**config.mk**
```make
export PLATFORM = sky130hd
export DESIGN_NAME = ipsl_cfg_regs
export DESIGN_NICKNAME = d
export VERILOG_FILES = /design/src/ipsl_pkg.sv /design/src/ipsl_cfg_regs.sv
export SDC_FILE = /design/constraint.sdc
export NUM_CORES = 1
export LEC_CHECK = 0
export ABC_CLOCK_PERIOD_IN_PS = 1600
export BUFFER_PORTS_ARGS = -buffer_cell sky130_fd_sc_hd__buf_2
export CAP_MARGIN = 20
export CORE_AREA = 2 2 103 105
export CTS_BUF_LIST = sky130_fd_sc_hd__clkbuf_4 sky130_fd_sc_hd__clkbuf_8
export DETAILED_ROUTE_END_ITERATION = 8
export DIE_AREA = 0 0 105 107
export PLACE_DENSITY = 0.49
export REMOVE_ABC_BUFFERS = 1
export SETUP_SLACK_MARGIN = 0.1
export SYNTH_ARGS = -nofsm -noshare
export SYNTH_HDL_FRONTEND = slang
export SYNTH_SLANG_ARGS = --single-unit
```
**constraint.sdc**
```tcl
create_clock -name clk -period 1.6 [get_ports clk]
set_clock_uncertainty 0.05 [all_clocks]
set_input_delay 0.32 -clock clk [delete_from_list [all_inputs] [get_ports clk]]
set_output_delay 0.32 -clock clk [all_outputs]
set_load 0.01 [all_outputs]
```
**src/ipsl_pkg.sv**
```systemverilog
// Shared types and constants for the incremental PID speed loop.
// No dependencies; imported by every module of the block.
`timescale 1ns / 1ps
`default_nettype none

package ipsl_pkg;

  localparam int GAIN_W     = 16;
  localparam int LIMIT_W    = 15;
  localparam int DRIVE_W    = 16;
  localparam int CFG_IDX_W  = 8;
  localparam int CFG_DATA_W = 16;

  localparam logic [CFG_IDX_W-1:0] REG_PROP_GAIN   = 8'd0;
  localparam logic [CFG_IDX_W-1:0] REG_INTEG_GAIN  = 8'd1;
  localparam logic [CFG_IDX_W-1:0] REG_DERIV_GAIN  = 8'd2;
  localparam logic [CFG_IDX_W-1:0] REG_DRIVE_LIMIT = 8'd3;

  localparam logic [GAIN_W-1:0]  PROP_GAIN_RST   = 16'd256;
  localparam logic [GAIN_W-1:0]  INTEG_GAIN_RST  = 16'd1280;
  localparam logic [GAIN_W-1:0]  DERIV_GAIN_RST  = 16'd2560;
  localparam logic [LIMIT_W-1:0] DRIVE_LIMIT_RST = 15'd2000;

  typedef struct packed {
    logic [GAIN_W-1:0]  prop_gain;
    logic [GAIN_W-1:0]  integ_gain;
    logic [GAIN_W-1:0]  deriv_gain;
    logic [LIMIT_W-1:0] drive_limit;
  } cfg_t;

endpackage

`default_nettype wire

```
**src/ipsl_cfg_regs.sv**
```systemverilog
// Configuration register bank: gains and drive limit.
// Depends on ipsl_pkg.
`timescale 1ns / 1ps
`default_nettype none

module ipsl_cfg_regs
  import ipsl_pkg::*;
(
  input  wire logic                  clk,
  input  wire logic                  rst,
  input  wire logic                  wr_en,
  input  wire logic [CFG_IDX_W-1:0]  wr_index,
  input  wire logic [CFG_DATA_W-1:0] wr_data,
  output cfg_t                       cfg
);

  always_ff @(posedge clk) begin
    if (rst) begin
      cfg.prop_gain   <= PROP_GAIN_RST;
      cfg.integ_gain  <= INTEG_GAIN_RST;
      cfg.deriv_gain  <= DERIV_GAIN_RST;
      cfg.drive_limit <= DRIVE_LIMIT_RST;
    end else if (wr_en) begin
      unique case (wr_index)
        REG_PROP_GAIN:   cfg.prop_gain   <= wr_data[GAIN_W-1:0];
        REG_INTEG_GAIN:  cfg.integ_gain  <= wr_data[GAIN_W-1:0];
        REG_DERIV_GAIN:  cfg.deriv_gain  <= wr_data[GAIN_W-1:0];
        REG_DRIVE_LIMIT: cfg.drive_limit <= wr_data[LIMIT_W-1:0];
        default: ;
      endcase
    end
  end

endmodule

`default_nettype wire

```
# Yosys cells after proc, flatten, opt, wreduce, memory -nomap -nowiden
# Cells that the tools add are included.
# classes
reduce_logical	5
eq_ne	3
# ops
op	n
$eq A8 B2 Y1 const B	2
$eq A8 B1 Y1 const B	1
$logic_not A8 Y1	1
$reduce_and A2 Y1	4
# totals
reg_bits	63
out_inout_bits	63

# Longest topological paths before layout
# depth
word_depth	2
ltp_mapped	5

# Worst setup path after synthesis
# Ideal clock, no wire load.
# synth_timing
kind	in2reg
from	input wr_index[6]
to	register cfg[47] (netlist name)
required_ps	1478
t_arrival_ps	1357
setup_ps	72
setup_slack_ps	121
stages	5
path_cell_list	nor4b_4 -> and4bb_1 -> buf_6 -> buf_12 -> mux2i_1
# synth_between
elab_chain_len	2
# synth_rtl
item	line_no	text
start, declared	ipsl_cfg_regs.sv:12	input wire logic [CFG_IDX_W-1:0] wr_index,
$logic_not A8 Y1	ipsl_cfg_regs.sv:24	unique case (wr_index)
$reduce_and A2 Y1 (no line)	-	
end, declared	ipsl_cfg_regs.sv:14	output cfg_t cfg
# No other way between the ends.
# A chain may end at the register's enable or synchronous reset.

# Worst setup path in the final report
# layout_timing
from	input wr_index[6]
to	register cfg[52] (netlist name)
# Same word-level chain as after synthesis.

==> key figures <==
Global routing
  – Met3 Resource Use GR: 4.19%
  – Largest net degree at the start of global routing: 87
  – Number of global-route vias before repair: 1890
  – GRT met1 Usage: 14.3%
  – GRT Max-Usage Layer: met2
  – Grt total ovfl: 0
  – Initial antenna violation count: 0
  – First-pass GRT wire length: 9840 um
  – GRT Total Usage: 11.3%
  – Met2 global-route usage: 17.5%

Synth
  – Top cell type's share of synthesized area: 48.5%
  – Synth area leaders: dfxtp_1, mux2i_1, nand2b_1, nor2_1, buf_6
  – EDFF count, synth: 0
  – Yosys cell types: 13
  – Post-synthesis async set-or-reset flop share: 0%
  – Top_reg_cell synth: dfxtp_1
  – Register bit total from synthesis: 63
  – Synth top cells by count: nand2b_1, dfxtp_1, mux2i_1
  – Synth Warn #: 0
  – Synth Area per Inst: 11.1 um2
  – Post-synthesis cell count: 234
  – Cell taking the most area after synthesis: dfxtp_1
  – Sequential-to-total area share from yosys stat: 48.5%
  – Most common cell in the netlist: nand2b_1
  – Mapped Area: 2600 um2

Finish
  – Regs by FF count: cfg (63)
  – Top reg by flops: cfg
  – Finished Cell Area: 3400 um2
  – Layout fillers: 1090
  – Area Growth Syn to Fin: 31.0%
  – Number of flip-flops in the largest register: 63
  – Fin nets: 354
  – Antenna Diode Count: 0
  – Area of the multi-input gates: 1210 um2
  – Share of cells above drive strength 1: 35.2%
  – Register area: 1260 um2

Critical path
  – Critical-path top delay cell: nor4b_4
  – Worst EP arrival: 1.45 ns
  – Crit path max-delay family: simple AND/OR/NAND/NOR gates
  – Flop2flop setup slack: 0.94 ns
  – CP Cell Sequence: buf_2 > nor4b_4 > and4bb_1 > buf_12 > mux2i_1
  – RR Startpoint: cfg[44]
  – Max stage delay on crit path: 0.33 ns
  – CP Launch Type: input pin
  – Reg2Reg Depth: 2
  – Kind of critical path: in2reg
  – CP startpoint: wr_index[6]
  – Critical-path maximum fanout: 16
  – Crit path depth: 5
  – Buf/Inv on CP: 2
  – Worst endpoint required time: 1.80 ns
  – Crit path capture type: flip-flop
  – Reg2reg end: cfg[44]

Clock tree
  – Hold Buf Count CTS: 0
  – # Post-CTS Setup Buffers: 0
  – Clk_lat worst skew: 0.32 ns
  – Clk root buf: clkbuf_8
  – CTS max path bufs: 2
  – Post_cts resized: 0
  – Clk slew on worst S/H paths: 0.07 ns
  – Clock sink count: 63
  – CTS tree: yes
  – Num CTS Buffers: 9
  – H-tree depth: 3

Die
  – Die Y-Extent: 107 um
  – Cell row count: 37
  – Die Span X: 105 um
  – Die ar.: 11200 um2
  – Initial Util: 25.8%
  – I/O Pins: 90
  – Core area: 10100 um2

Job
  – Max-Cap Viols: 0

STA
  – Slew HR: 80.7%
  – Final min period: 1.25 ns
  – Max-slew violation count: 0
  – Final setup violation count: 0
  – Worst slew pin tran: 0.290 ns
  – RSZ-0062 raised after global routing: no
  – Setup_tns: 0 ns
  – Final number of hold-violating endpoints: 0
  – Tcrit/Tclk final: 78.0%
  – Achievable frequency: 0.802 GHz
  – PnR worst setup slack: 0.353 ns

Power and ir drop
  – PD cells: 936 nW/um2
  – Leakage: 1.74 nW
  – Peak VDD IR: 0.419 mV
  – Final Power: 3.18 mW

Place
  – Area post-placement: 3190 um2
  – Pre-CTS setup slack: 0.00939 ns
  – Hpwl dp: 4080 um
  – RePlAce Congestion: 0.678
  – I/O Buffers: 89

Routing
  – Antenna Violating Nets Remaining: 0
  – Routed WL: 6130 um
  – Initial DRC count: 27
  – Vias: 1888
  – DR pass1 iterations: 4
  – Via/cell ratio: 4.03
  – WL/cell: 13.1 um
  – Post-route DRC: 0

Worst hold path
  – Worst Hold Class: in2reg
  – Hold_sp: wr_data[6]
  – Endpoint, Worst Hold: cfg[6]
  – Hold depth: 3

Run status
  – Status: completed
==> worst min-delay path, delay by kind of cell <==
family	cells	cell delay (ns)
buf+inv	1	0.09
mux	1	0.10
simple gates	1	0.04
==> cell families after synthesis <==
logic type	after synthesis	synth area share, %
buffers and inverters	16	4.96
flip-flops	63	48.5
multiplexers	63	24.3
AND/OR/NAND/NOR	92	22.2
==> layer usage <==
| metal | part of all wire (%) | vias to the layer above | routed length [um] |
|---|---|---|---|
| met5 | 0 | - | 0 |
| met4 | 1.3 | 0 | 78 |
| met3 | 6.7 | 8 | 408 |
| met2 | 43 | 61 | 2630 |
| met1 | 49 | 858 | 3010 |
| li1 | - | 961 | - |
==> power breakdown <==
group	internal (mW)	total, mW	switching (mW)
Clock	0.861	1.47	0.609
Combinational	0.0718	0.145	0.0728
Sequential	1.57	1.57	0.000965
==> how the worst max path moves through the flow <==
stage	to	slack (ns)
4_1_cts	cfg[52]	0.37
3_3_place_gp	cfg[58]	0.05
3_5_place_dp	cfg[53]	0.009
5_1_grt	cfg[55]	0.27
6_report	cfg[52]	0.35
2_1_floorplan	cfg[31]	-0.30
==> metrics by stage <==
step                std cells  hold WS, ns  util [%]
finish                    468        0.205      33.7
global route              468        0.203      33.7
CTS                       468        0.184      33.7
detailed placement        452        0.411      31.6
global placement          452        0.405      31.6
floorplan                 218        0.421         -
==> area by class of cell <==
type	count	share of cell area, %
flip-flops and latches	63	37.1
multi-input cells	155	35.5
repair buffers	98	16.2
clock buffers	13	5.07
well taps	136	5.00
clock inverters	3	1.18
==> placed cells by master, fill, tap and decap left out <==
| master | n |
|---|---|
| nand4b_1 | 2 |
| nor3_2 | 1 |
| buf_12 | 3 |
| mux2i_1 | 63 |
| buf_4 | 6 |
| clkbuf_8 | 12 |
| nand2b_1 | 68 |
| nor4b_4 | 1 |
| clkinv_2 | 2 |
| buf_2 | 89 |
| and4bb_1 | 1 |
| clkbuf_4 | 1 |
| nor2_1 | 18 |
| nand4_4 | 1 |
| bufinv_16 | 1 |
| dfxtp_1 | 63 |
(Power assumes the default switching activity.)
