**src/ipsl_pkg.sv**
```systemverilog
// Shared types and constants for the incremental PID speed loop.
// No dependencies; imported by every module of the block.
`timescale 1ns / 1ps
`default_nettype none

package ipsl_pkg;

  localparam int GAIN_W     = 16;
  localparam int LIMIT_W    = 15;
  localparam int DRIVE_W    = 16;
  localparam int CFG_IDX_W  = 8;
  localparam int CFG_DATA_W = 16;

  localparam logic [CFG_IDX_W-1:0] REG_PROP_GAIN   = 8'd0;
  localparam logic [CFG_IDX_W-1:0] REG_INTEG_GAIN  = 8'd1;
  localparam logic [CFG_IDX_W-1:0] REG_DERIV_GAIN  = 8'd2;
  localparam logic [CFG_IDX_W-1:0] REG_DRIVE_LIMIT = 8'd3;

  localparam logic [GAIN_W-1:0]  PROP_GAIN_RST   = 16'd256;
  localparam logic [GAIN_W-1:0]  INTEG_GAIN_RST  = 16'd1280;
  localparam logic [GAIN_W-1:0]  DERIV_GAIN_RST  = 16'd2560;
  localparam logic [LIMIT_W-1:0] DRIVE_LIMIT_RST = 15'd2000;

  typedef struct packed {
    logic [GAIN_W-1:0]  prop_gain;
    logic [GAIN_W-1:0]  integ_gain;
    logic [GAIN_W-1:0]  deriv_gain;
    logic [LIMIT_W-1:0] drive_limit;
  } cfg_t;

endpackage

`default_nettype wire

```
**src/ipsl_accum.sv**
```systemverilog
// Accumulate stage: adds the increment, clamps to the drive limit and
// registers the truncated drive beat. Depends on ipsl_pkg.
`timescale 1ns / 1ps
`default_nettype none

module ipsl_accum
  import ipsl_pkg::*;
#(
  parameter int GAIN_FRAC_BITS = 8,
  parameter int PROD_W         = 36,
  localparam int ACC_W = LIMIT_W + GAIN_FRAC_BITS + 2,
  localparam int SUM_W = ((PROD_W + 2 > ACC_W) ? PROD_W + 2 : ACC_W) + 1
) (
  input  wire logic                     clk,
  input  wire logic                     rst,
  input  wire cfg_t                     cfg,
  input  wire logic                     in_valid,
  output logic                          in_ready,
  input  wire logic signed [PROD_W-1:0] prod_p,
  input  wire logic signed [PROD_W-1:0] prod_i,
  input  wire logic signed [PROD_W-1:0] prod_d,
  output logic                          out_valid,
  input  wire logic                     out_ready,
  output logic signed [DRIVE_W-1:0]     drive_value
);

  logic signed [ACC_W-1:0]   acc;
  logic signed [ACC_W-1:0]   acc_next;
  logic signed [SUM_W-1:0]   total;
  logic signed [SUM_W-1:0]   bound;
  logic signed [ACC_W-1:0]   mag_full;
  logic [DRIVE_W-2:0]        mag;
  logic signed [DRIVE_W-1:0] drive_next;
  logic                      adv;

  assign in_ready = !out_valid || out_ready;
  assign adv      = in_valid && in_ready;

  assign bound = SUM_W'(cfg.drive_limit) <<< GAIN_FRAC_BITS;
  assign total = SUM_W'(acc) + SUM_W'(prod_p) + SUM_W'(prod_i) + SUM_W'(prod_d);

  always_comb begin
    if (total > bound) begin
      acc_next = ACC_W'(bound);
    end else if (total < -bound) begin
      acc_next = ACC_W'(-bound);
    end else begin
      acc_next = ACC_W'(total);
    end
  end

  assign mag_full   = acc_next[ACC_W-1] ? -acc_next : acc_next;
  assign mag        = mag_full[GAIN_FRAC_BITS +: (DRIVE_W - 1)];
  assign drive_next = acc_next[ACC_W-1] ? -$signed({1'b0, mag}) : $signed({1'b0, mag});

  always_ff @(posedge clk) begin
    if (rst) begin
      out_valid <= 1'b0;
      acc       <= '0;
    end else begin
      if (in_ready) begin
        out_valid <= in_valid;
      end
      if (adv) begin
        acc <= acc_next;
      end
    end
  end

  always_ff @(posedge clk) begin
    if (adv) begin
      drive_value <= drive_next;
    end
  end

  a_acc_in_bound: assert property (@(posedge clk) disable iff (rst)
    adv |=> (SUM_W'(acc) <= $past(bound) && SUM_W'(acc) >= -$past(bound)))
    else $error("accumulator outside drive limit after update");

  a_beat_follows: assert property (@(posedge clk) disable iff (rst)
    adv |=> out_valid)
    else $error("accepted item produced no drive beat");

endmodule

`default_nettype wire

```
**config.mk**
```make
export PLATFORM = sky130hd
export DESIGN_NAME = ipsl_accum
export DESIGN_NICKNAME = d
export VERILOG_FILES = /design/src/ipsl_pkg.sv /design/src/ipsl_accum.sv
export SDC_FILE = /design/constraint.sdc
export NUM_CORES = 1
export LEC_CHECK = 0
export ABC_AREA = 1
export CAP_MARGIN = 20
export CORE_MARGIN = 8
export CORE_UTILIZATION = 48
export DETAILED_ROUTE_END_ITERATION = 10
export DONT_BUFFER_PORTS = 1
export PLACE_DENSITY = 0.66
export SKIP_LAST_GASP = 1
export SLEW_MARGIN = 0
export SYNTH_ARGS = -nofsm -noshare
export SYNTH_HDL_FRONTEND = slang
export SYNTH_SLANG_ARGS = --single-unit
```
**constraint.sdc**
```tcl
create_clock -name clk -period 17 [get_ports clk]
set_input_delay 3.4 -clock clk [delete_from_list [all_inputs] [get_ports clk]]
set_output_delay 3.4 -clock clk [all_outputs]
set_load 0.01 [all_outputs]
```
# Word level (Yosys, flattened, before mapping)
# Index checks and enable logic that the tools add are counted.
[word_totals] ff_bits=42 input_bits=175 elab_cells=19
[classes] addsub=6 order_cmp=2 mux=4 reduce_logical=3
[ops] op="2-to-1 mux 25 bit" n=2
[ops] op="adder 38 x 36 -> 39 bit" n=1
[ops] op="greater-than comparator 39 x 24 -> 1 bit" n=1
[ops] op="less-than comparator 39 bit" n=1
[ops] op="negator 23 -> 39 bit" n=1
[ops] op="adder 37 x 36 -> 38 bit" n=1
[ops] op="adder 25 x 36 -> 37 bit" n=1
[ops] op="2-to-1 mux 23 bit" n=1
[ops] op="negator 23 bit" n=1
[ops] op="negator 15 -> 16 bit" n=1
[ops] op="2-to-1 mux 15 bit" n=1
[ops] op="logical AND 1 bit" n=1
[ops] op="zero test 1 bit" n=1
[ops] op="logical OR 1 bit" n=1

# Depth between registers and ports, before layout
[depth] word_depth=10 mapped_depth=48 ltp_nobuf=47

# Worst setup path before layout
# OpenSTA, ideal clock, no wires.
[synth_path] path_kind="input-to-reg" start="input prod_p[13]" end="register drive_value[14], data pin" setup_ps=249 arrival_time_ps=8674 required_ps=16751 path_slack_ps=8077 stages=43 path_buffers=1 path_cell_list="inv_1 fa_1 fa_1 inv_1 ha_1 a21oi_1 nand2_1 nand2_1 nand2_1 a21oi_1 nand2_1 nand2_1 nand2_1 a31o_2 xor2_1 inv_1 ha_1 nand2_1 [7 not listed] nand2_2 nand2_4 nand2_1 o211ai_2 inv_2 buf_6 nand4_1 nand2_1 ha_1 nand3_1 nor2_1 nand2_2 nor2_4 nand3_2 nand2_1 nand2_1 nand2_1 inv_1"
[synth_via] elab_chain_len=10
[synth_lines] element="from (decl)" line="ipsl_accum.sv:19" text="input wire logic signed [PROD_W-1:0] prod_p,"
[synth_lines] element="adder 25 x 36 -> 37 bit (*)" line="ipsl_accum.sv:40" text="assign total = SUM_W'(acc) + SUM_W'(prod_p) + SUM_W'(prod_i) + SUM_W'(prod_d);"
[synth_lines] element="adder 37 x 36 -> 38 bit (*)" line="ipsl_accum.sv:40"
[synth_lines] element="adder 38 x 36 -> 39 bit (*)" line="ipsl_accum.sv:40"
[synth_lines] element="less-than comparator 39 bit" line="ipsl_accum.sv:45" text="end else if (total < -bound) begin"
[synth_lines] element="2-to-1 mux 25 bit" line="ipsl_accum.sv:45"
[synth_lines] element="2-to-1 mux 25 bit (*)" line="ipsl_accum.sv:43" text="if (total > bound) begin"
[synth_lines] element="negator 23 bit" line="ipsl_accum.sv:52" text="assign mag_full = acc_next[ACC_W-1] ? -acc_next : acc_next;"
[synth_lines] element="2-to-1 mux 23 bit" line="ipsl_accum.sv:52"
[synth_lines] element="negator 15 -> 16 bit" line="ipsl_accum.sv:54" text="assign drive_next = acc_next[ACC_W-1] ? -$signed({1'b0, mag}) : $signed({1'b0, mag});"
[synth_lines] element="2-to-1 mux 15 bit (*)" line="ipsl_accum.sv:54"
[synth_lines] element="named net drive_next[14]" line="ipsl_accum.sv:33" text="logic signed [DRIVE_W-1:0] drive_next;"
[synth_lines] element="to (signal assigned)" line="ipsl_accum.sv:72" text="drive_value <= drive_next;"
[synth_lines] element="to (decl)" line="ipsl_accum.sv:24" text="output logic signed [DRIVE_W-1:0] drive_value"
# The timed path passes the listed nets; every way through them passes the cells marked *.
# A chain may end at the register's enable or synchronous reset.

# Worst setup path in the final report
[layout_path] start="input prod_p[1]" end="register drive_value[14], data pin"
# Same word-level chain as after synthesis.

==> metrics <==
run status complete, no violations; Post-Synthesis Cells roughly 1400; hpwl dp 21300 µm; Setup violations, final 0; Net Count, Synth 1741; largest net degree at the start of global routing 44; Starting Density 49.2%; R2R depth 42; core area around 19000 µm²; Synth Area per Inst 6.54 µm²; grt ovf 0; startpoint types primary input; area leader, netlist fa_1; ys async rst share 0%; Max Clk Rate 97.1 MHz; Critical Path End Type flip-flop; Slew headroom 35.5%; Setup TNS 0 ns; most common cell in the netlist inv_1; category of the most critical setup path in -> reg; Resize count post-CTS 0; CP Max Fanout 43; post-DR wirelength/cell 15.0 µm; final period utilization 60.6%; Synth top area share 15.8%; RSZ-0062 raised after global routing no; post-layout min period between 10 and 15 ns; maxcap violations 0; Min-Delay Path Class reg -> reg; CTS H-tree lvls 2; Synth Register Bits 42; top_reg_cell synth dfxtp_1; CTS buffer count 5; CTS max path bufs 2; Layout fillers 1961; Synth cell types 52; WP data required 17.07 ns; gr busiest metal met2; P&R area growth vs syn 3.50%; diodes inserted 0; Final Util 50.9%; EDFF count, synth 16; PortBufs 0; gr usage total between 20% and 30%; CTS Hold Bufs 0; sequential share of the synthesized area 10.8%; vias in the first global route 8183; share of layout cells above drive strength 1 8.41%; Die Wd 155 µm; Critical Path AT 10.37 ns; post-synthesis cell area between 9000 and 10000 µm²; Num Clock Sinks 42; fin nets 1731; CP peak stage delay 0.53 ns; Slew Viols, Final 0; top post-synthesis cells by area fa_1 16%, inv_1 14%, nand2_1 14%; commonest cells in the netlist 339 x inv_1, 333 x nand2_1, 87 x nand3_1, 87 x nor2_1, 81 x ha_1; M3 GR Usage 3.32%; Rows 50; endpoints failing hold 0; CTS tree built; clock root cell clkbuf_16; setup ws final about 6.7 ns; initial antenna violation count 0; die height ~150 µm; most used cell, CP nand2_1; Clk Latency, worst-skew pair 0.31 ns; Total Die Area roughly 24000 µm²; final WL 24500 µm; post-route antenna net violation count 0; GP Congestion 0.947; total number of vias 8442; first-pass GRT wire length 40100 µm; IO Pins 193; Clock transition at path regs 0.07 ns; drt drc 0; post-DR vias/cell 5.16; DRT Pass-1 Iters 6; Setup Buffers After CTS 0; DP Worst Slack 6.45 ns; Worst-Margin Slew a little under 1 ns; Min-Delay Path Depth 2; Syn. warnings 0; Iteration-0 DRC Markers 481; CP max-delay cell fa_1; Final Skew 0.00830 ns; GRT met1 Usage between 20% and 30%; routing usage on met2 35.1%
## metrics by stage
stage               cells  area [µm²]  hold slack (ns)
floorplan            1412        9240            0.445
global placement     1629        9410            0.452
detailed placement   1629        9410            0.460
CTS                  1637        9560            0.475
global route         1637        9560            0.523
finish               1637        9560            0.473
## state kept, by name (all words and copies together), names as in the netlist
signal       count
out_valid        1
drive_value     16
acc             25
## critical path, delay by kind of cell
kind	cells	cell delay, ns
buffers and inverters	5	0.87
XOR/XNOR	1	0.15
adder cells (fa/ha/maj)	6	2.15
AND/OR/NAND/NOR	28	3.44
AO/OA/AOI/OAI	2	0.32
## path summary, 6_finish.rpt
| path | start | to | slack, ns |
|---|---|---|---|
| setup / recovery | prod_p[1] | drive_value[14] | 6.70 |
| hold / removal | acc[23] | acc[23] | 0.47 |
| setup reg to reg | acc[24] | drive_value[14] | 9.37 |
| hold reg to reg | acc[23] | acc[23] | 0.47 |
## kinds of logic (layout without fill, tap and decap cells)
| group | count (synthesis) | count (layout) | share of synthesized area [%] |
|---|---|---|---|
| DFF | 42 | 42 | 10.8 |
| xor gates and xnor gates | 45 | 45 | 4.27 |
| buffers and inverters | 374 | 365 | 15.9 |
| adders and majority gates | 154 | 154 | 26.8 |
| and+or+nand+nor | 641 | 641 | 32.5 |
| AOI/OAI and AO/OA | 156 | 156 | 9.71 |
## per-layer routing
metal,vias up,routed length (µm)
li1,4325,-
met1,3850,11200
met2,245,11500
met3,22,1380
met4,0,333
met5,-,0
## layout make-up
| cell class | instances | area (µm²) | share of cell area [%] |
|---|---|---|---|
| multi-input cells | 996 | 6770 | 70.8 |
| inverters | 355 | 1330 | 13.9 |
| flip-flops and latches | 42 | 1000 | 10.5 |
| well taps | 234 | 293 | 3.06 |
| clock buffers | 5 | 125 | 1.31 |
| clock inverters | 3 | 23.8 | 0.249 |
| repair buffers | 2 | 15.0 | 0.157 |
## layout by cell type, fill, tap and decap left out, types with 15 or more instances in the layout
master,synthesis,layout
a21oi_1,77,77
dfxtp_1,26,26
edfxtp_1,16,16
fa_1,73,73
ha_1,81,81
inv_1,339,339
inv_2,15,15
nand2_1,333,333
nand2_2,45,45
nand3_1,87,87
nand3_2,15,15
nand4_1,19,19
nor2_1,87,87
nor3_1,16,16
o21ai_0,38,38
xor2_1,36,36
Power is not shown: default switching activity piles up to over one toggle a cycle in this logic, so the estimate is an artifact.
